===== src/rtl/tspi_pkg.sv =====
package tspi_pkg;

   localparam int STAMP_W = 63;
   localparam int POS_W   = 32;
   localparam int STAT_W  = 2;

   typedef enum logic [STAT_W-1:0] {
      STAT_EMPTY  = 2'd0,
      STAT_OLDEST = 2'd1,
      STAT_NEWEST = 2'd2,
      STAT_INTERP = 2'd3
   } status_type;

   typedef enum logic [3:0] {
      ST_IDLE,
      ST_WRITE,
      ST_RD,
      ST_CMP,
      ST_PREV,
      ST_DIV,
      ST_MUL,
      ST_SUM,
      ST_OUT
   } state_type;

   typedef struct packed {
      logic load;
      logic write;
      logic scan_start;
      logic scan_next;
      logic read_prev;
      logic div_start;
      logic div_step;
      logic mul_sel;
      logic mul_go;
      logic sum_go;
      logic set_clamp;
      logic set_empty;
      logic rsp_set;
      logic rsp_clr;
   } cmd_type;

   typedef struct packed {
      logic is_query;
      logic empty;
      logic later;
      logic last;
      logic first;
      logic div_done;
      logic mul_last;
      logic rsp_busy;
   } stat_type;

endpackage


===== src/rtl/tspi_ctrl.sv =====
module tspi_ctrl (
   input  logic              clock,
   input  logic              reset,
   input  logic              req_valid,
   output logic              req_ready,
   input  tspi_pkg::stat_type stat,
   output tspi_pkg::cmd_type  cmd
);

   tspi_pkg::state_type state_ff, state_in;

   always_ff @(posedge clock) begin
      if (reset) begin
         state_ff <= tspi_pkg::ST_IDLE;
      end else begin
         state_ff <= state_in;
      end
   end

   always_comb begin
      state_in  = state_ff;
      cmd       = '0;
      req_ready = 1'b0;
      case (state_ff)
         tspi_pkg::ST_IDLE: begin
            req_ready = 1'b1;
            if (req_valid) begin
               cmd.load = 1'b1;
               state_in = tspi_pkg::ST_WRITE;
            end
         end
         tspi_pkg::ST_WRITE: begin
            if (!stat.is_query) begin
               cmd.write = 1'b1;
               state_in  = tspi_pkg::ST_IDLE;
            end else if (!stat.rsp_busy) begin
               if (stat.empty) begin
                  cmd.set_empty = 1'b1;
                  state_in      = tspi_pkg::ST_OUT;
               end else begin
                  cmd.scan_start = 1'b1;
                  state_in       = tspi_pkg::ST_RD;
               end
            end
         end
         tspi_pkg::ST_RD: state_in = tspi_pkg::ST_CMP;
         tspi_pkg::ST_CMP: begin
            if (stat.later && !stat.last) begin
               cmd.scan_next = 1'b1;
               state_in      = tspi_pkg::ST_RD;
            end else if (stat.later || stat.first) begin
               cmd.set_clamp = 1'b1;
               state_in      = tspi_pkg::ST_OUT;
            end else begin
               cmd.read_prev = 1'b1;
               state_in      = tspi_pkg::ST_PREV;
            end
         end
         tspi_pkg::ST_PREV: begin
            cmd.div_start = 1'b1;
            state_in      = tspi_pkg::ST_DIV;
         end
         tspi_pkg::ST_DIV: begin
            cmd.div_step = 1'b1;
            if (stat.div_done) begin
               state_in = tspi_pkg::ST_MUL;
            end
         end
         tspi_pkg::ST_MUL: begin
            cmd.mul_go = 1'b1;
            state_in   = tspi_pkg::ST_SUM;
         end
         tspi_pkg::ST_SUM: begin
            cmd.sum_go = 1'b1;
            if (stat.mul_last) begin
               state_in = tspi_pkg::ST_OUT;
            end else begin
               cmd.mul_sel = 1'b1;
               state_in    = tspi_pkg::ST_MUL;
            end
         end
         tspi_pkg::ST_OUT: begin
            cmd.rsp_set = 1'b1;
            state_in    = tspi_pkg::ST_IDLE;
         end
         default: state_in = tspi_pkg::ST_IDLE;
      endcase
   end

endmodule


===== config.mk =====
export PLATFORM = sky130hd
export DESIGN_NAME = tspi_ctrl
export DESIGN_NICKNAME = d
export VERILOG_FILES = /design/src/rtl/tspi_pkg.sv /design/src/rtl/tspi_ctrl.sv
export SDC_FILE = /design/constraint.sdc
export NUM_CORES = 1
export LEC_CHECK = 0
export BUFFER_PORTS_ARGS = -buffer_cell sky130_fd_sc_hd__buf_2
export CAP_MARGIN = 25
export CORE_AREA = 2 2 39 41
export DETAILED_ROUTE_END_ITERATION = 6
export DIE_AREA = 0 0 41 43
export GPL_ROUTABILITY_DRIVEN = 0
export PLACE_DENSITY_LB_ADDON = 0.05
export SETUP_SLACK_MARGIN = 0.05
export SYNTH_ARGS = -nofsm -noshare
export SYNTH_HDL_FRONTEND = slang
export SYNTH_SLANG_ARGS = --single-unit

===== constraint.sdc =====
create_clock -name clock -period 2.1 [get_ports clock]
set_input_delay 0.315 -clock clock [delete_from_list [all_inputs] [get_ports clock]]
set_output_delay 0.315 -clock clock [all_outputs]
set_load 0.05 [all_outputs]

==> results of run 1 <==
==> metal layers <==
metal,vias up,wire length [um],track usage [%]
li1,255,-,-
met1,212,508,18.77
met2,17,464,16.88
met3,0,85,4.712
met4,0,0,6.000
met5,-,0,0
==> worst max-delay path: stages, from the launching register on <==
cell,delay (ns)
dfxtp_1,0.44
nor4b_2,0.34
nand2_1,0.14
nor3b_2,0.15
buf_2,0.27
==> worst min-delay path by stage <==
stage / end / slack [ns] / startpoint / cells past startpoint
2_1_floorplan: state_ff[2] / 0.39 / reset / 1
3_3_place_gp: state_ff[2] / 0.55 / reset / 2
3_5_place_dp: state_ff[2] / 0.55 / reset / 2
4_1_cts: state_ff[2] / 0.30 / reset / 2
5_1_grt: state_ff[2] / 0.30 / reset / 2
6_report: state_ff[2] / 0.30 / reset / 2
==> through the flow <==
step,setup slack [ns],cell area [sq um],TNS (ns),hold WS (ns)
6_report,0.2055,604.3,0,0.3029
5_1_grt,0.06264,604.3,0,0.3026
4_1_cts,0.1704,604.3,0,0.2998
3_5_place_dp,0.4409,581.8,0,0.5498
3_3_place_gp,0.4449,581.8,0,0.5467
2_1_floorplan,-0.4052,461.7,-1.100,0.3922
==> synthesized netlist by cell type <==
cell	n
nor3_1	3
a2111o_1	1
o2bb2ai_1	1
nor4b_1	2
and3_1	1
nand3_1	1
nor2_1	4
or4_4	1
nand4bb_1	1
nor3b_1	1
or2_1	1
and4_4	1
nor2b_1	4
and3b_1	1
nor4bb_1	1
buf_4	2
mux2i_1	1
inv_1	2
a211oi_2	1
o21ai_1	1
buf_6	2
nand3b_1	1
nor4b_2	1
buf_2	1
a311oi_1	1
a31oi_1	1
nand4_1	1
dfxtp_1	4
nand2b_1	1
nor4_1	3
a22o_1	1
and2b_1	1
a21oi_1	1
conb_1	1
nand2_1	2
and2_1	1
==> power by group <==
group / switching (W) / internal [W] / total, W
clock: 0.0000335 / 0.0000641 / 0.0000976
combinational: 0.0000538 / 0.0000324 / 0.0000862
sequential: 0.00000540 / 0.0000789 / 0.0000843
==> layout make-up <==
cell class	instances	area, sq um	area share, %
multi-input combinational	43	331.6	54.87
timing repair buffer	27	142.6	23.60
sequential	4	80.08	13.25
clock buffer	3	22.52	3.727
tap	16	20.02	3.313
inverter	2	7.507	1.242
==> cells by family after synthesis <==
logic type | synth area share, %
AOI/OAI and AO/OA | 15.23
buffers and inverters | 11.49
DFF | 18.39
muxes | 2.299
other | 0.8612
and+or+nand+nor | 51.73
==> impl_metrics.json, run 1 <==
{
  "fin_skew_ns": 0.004474,
  "r2r.worst_path.cells": 4,
  "ioPinCount": 26,
  "cts_hold_buf": 0,
  "fp.dieW_um": 41,
  "drc": 0,
  "initial_core_util_pct": 31.46,
  "die_h_um": 43,
  "post-route-min-period_ns": 1.894,
  "syn-mean-instance-area_sq_um": 8.063,
  "worst_setup_path_start_kind": "flip-flop",
  "grt_pass1_wl_mm": 1.573,
  "fin_crit_sh_pct": 90.21,
  "vias": 484,
  "clock_latency_ns": 0.24,
  "seq_area_frac_synth_pct": 18.39,
  "grt_max_degree": 16,
  "synth_area_leader_cell": "dfxtp_1",
  "totalWireLength_mm": 1.057,
  "cts-root-buf": "clkbuf_4",
  "synth.distinct_cells": 36,
  "r2r_end": "state_ff[3]",
  "post-dp-hpwl_um": 803.1,
  "post_cts.repair.setup_buffers": 0,
  "num_antenna_cells": 0,
  "vias_per_cell": 5.095,
  "syn-cell-area_sq_um": 435.4,
  "n_fill_cell": 146,
  "dr.pass1.iters": 2,
  "core_area_sq_um": 1384,
  "cts_buffer_depth": 2,
  "num_rows": 14,
  "synth_nets": 65,
  "crit_start": "state_ff[2]",
  "layout-drive-gt1-share_pct": 49.37,
  "ctsResizeCount": 0,
  "setup-violations-final": 0,
  "ys_seq_elements": 4,
  "final_cell_mix": "24 x buf_2, 4 x nor2_1, 4 x dfxtp_1",
  "synthCells": 54,
  "yosys-top-cells-area": "dfxtp_1 18%, nor2b_1 5.7%, buf_6 5.2%",
  "grt_usage_pct": 13.08,
  "htree_levels": 1,
  "io_buffers": 24,
  "setup.worst_path.class": "reg -> out",
  "top_regs": "state_ff x4",
  "drtIter0Drc": 2,
  "largest_reg_flops": 4,
  "peakVddDrop_mv": 0.1785,
  "layout.nets": 92,
  "layout_commonest_cell": "buf_2",
  "clk_pin_slew_ns": 0.04,
  "fmax_mhz": 527.8,
  "r2r-start": "state_ff[0]",
  "overflow": 0,
  "final_cells": 95,
  "reg2reg_setup_slack_ns": 0.59,
  "place_inst": 92,
  "area_delta_synth_final_pct": 38.79,
  "max_cap_viol_count": 0,
  "crit_arrival_ns": 1.58,
  "hp-class": "in -> reg",
  "finalHoldViolCount": 0,
  "leakage_nw": 0.2833,
  "final_antenna_net_count": 0,
  "ys_warn_count": 0,
  "clock-sinks": 4,
  "status": "complete, no violations",
  "power_w": 0.0002680,
  "antenna_found_initial": 0,
  "worstSetupEndpointType": "output pin",
  "top_register": "state_ff",
  "postLayoutCoreUtil_pct": 43.67,
  "path_max_fanout": 15,
  "rsz0062_at_grt": "no",
  "cp.required_ns": 1.78,
  "wl_per_cell_um": 11.13,
  "fp.dieArea_sq_um": 1763,
  "cts_tree": "yes",
  "p_per_area_nw_per_um2": 443.5,
  "grt_pass1_vias": 353,
  "cts_buffers": 3,
  "synth_top_area_share_pct": 18.39,
  "crit_path_end": "cmd[2]",
  "slew_viol_final": 0
}
Note: power is estimated with default switching activity, not from simulation.
==> run 2, diff against run 1 <==
--- a/constraint.sdc
+++ b/constraint.sdc
@@ -3,2 +3,2 @@
 set_output_delay 0.315 -clock clock [all_outputs]
-set_load 0.05 [all_outputs]
+set_load 0.02 [all_outputs]
==> impl_metrics.json, run 2 (same netlist as run 1, synthesis figures left out) <==
{
  "cts_tree": "yes",
  "hp-class": "in -> reg",
  "use_met3_pct": 4.712,
  "gr-usage-met1_pct": 14.79,
  "final_cell_mix": "24 x buf_2, 4 x nor2b_1, 4 x nor2_1, 4 x dfxtp_1",
  "post_cts.repair.setup_buffers": 0,
  "post-route-min-period_ns": 1.919,
  "grt-busiest-layer": "met2",
  "peakVddDrop_mv": 0.1906,
  "core_area_sq_um": 1384,
  "grt_pass1_wl_mm": 1.580,
  "p_per_area_nw_per_um2": 426.8,
  "wl_per_cell_um": 11.10,
  "die_h_um": 43,
  "setup_tns_ns": 0,
  "final_cells": 93,
  "clock-sinks": 4,
  "n_fill_cell": 140,
  "critPathSlowestCell": "dfxtp_1",
  "layout.nets": 90,
  "worstSetupEndpointType": "output pin",
  "grt_usage_pct": 13.35,
  "antenna_found_initial": 0,
  "maxSlewHeadroom_pct": 64.09,
  "cp.required_ns": 1.78,
  "clk_pin_slew_ns": 0.04,
  "use_met2_pct": 20.63,
  "cts-root-buf": "clkbuf_4",
  "setup-violations-final": 0,
  "area_delta_synth_final_pct": 31.32,
  "clock_latency_ns": 0.23,
  "largest_reg_flops": 4,
  "fp.dieW_um": 41,
  "place_inst": 90,
  "post-dp-hpwl_um": 775.9,
  "layout_commonest_cell": "buf_2",
  "vias": 471,
  "max_stage_delay_ns": 0.65,
  "fin_skew_ns": 0.0002006,
  "num_rows": 14,
  "initial_core_util_pct": 31.46,
  "fp.dieArea_sq_um": 1763,
  "finalHoldViolCount": 0,
  "worst_pin_slew_ns": 0.5380,
  "setup.worst_path.class": "reg -> out",
  "grt_max_degree": 16,
  "rsz0062_at_grt": "no",
  "ioPinCount": 26,
  "htree_levels": 1,
  "crit_arrival_ns": 1.60,
  "top_register": "state_ff",
  "slew_viol_final": 0,
  "max_cap_viol_count": 0,
  "fin_crit_sh_pct": 91.36,
  "path_max_fanout": 15,
  "fmax_mhz": 521.2,
  "totalWireLength_mm": 1.032,
  "drtIter0Drc": 14,
  "status": "complete, no violations",
  "critical_path.cell_chain": "nand4bb_1, or2_1, inv_1, buf_2",
  "worst_setup_path_start_kind": "flip-flop",
  "cts_buffer_depth": 2,
  "cts_buffers": 3,
  "top_regs": "state_ff x4",
  "layout-drive-gt1-share_pct": 41.56,
  "vias_per_cell": 5.065,
  "drc": 0,
  "final_antenna_net_count": 0,
  "leakage_nw": 0.2714,
  "num_antenna_cells": 0,
  "io_buffers": 24,
  "overflow": 0,
  "dr.pass1.iters": 3,
  "grt_pass1_vias": 415
}
run 2: area by class of cell:
class	count	area, sq um	area share, %
Multi-Input combinational cell	43	314.1	54.92
Timing Repair Buffer	25	127.6	22.32
Sequential cell	4	80.08	14.00
Clock buffer	3	22.52	3.939
Tap cell	16	20.02	3.501
Inverter	2	7.507	1.313
run 2: per-layer routing:
metal | wire (um) | part of all wire [%]
met1 | 493 | 48
met2 | 474 | 46
met3 | 65 | 6.3
met4 | 0 | 0
met5 | 0 | 0
run 2: critical path, delay by kind of cell, from the launching register on:
| kind | cells | cell delay [ns] |
|---|---|---|
| buffers and inverters | 2 | 0.20 |
| flip-flops | 1 | 0.65 |
| AND/OR/NAND/NOR | 2 | 0.52 |
run 2: path summary, 6_finish.rpt:
kind / slack [ns] / end / from / depth (start not counted)
max: 0.18 / cmd[3] / state_ff[1] / 4
min reg2reg: 0.64 / state_ff[3] / state_ff[0] / 3
max reg2reg: 0.51 / state_ff[3] / state_ff[1] / 3
min: 0.30 / state_ff[2] / reset / 2
run 2: power by group:
group / switching [W] / internal, W / total (W)
logic: 0.0000362 / 0.0000304 / 0.0000666
registers: 0.00000390 / 0.0000789 / 0.0000828
clock network: 0.0000308 / 0.0000639 / 0.0000947
run 2: timing repair:
action / CTS / global route
gates resized for setup: 0 / 1
endpoints found under the hold margin: 0 / 0
endpoints found under the setup margin: 0 / 2
hold buffers: 0 / 0
run 2: through the flow:
stage	total power, W	worst slack (ns)	util [%]	hold WS (ns)	instance area [sq um]
floorplan	0.0001274	0.1603	-	0.3922	435.4
global placement	0.0001496	0.3934	39.06	0.5423	540.5
detailed placement	0.0001493	0.3833	39.06	0.5454	540.5
CTS	0.0002492	0.1185	40.69	0.2972	563.0
global route	0.0002626	0.06824	41.32	0.3156	571.8
finish	0.0002441	0.1814	41.32	0.3018	571.8
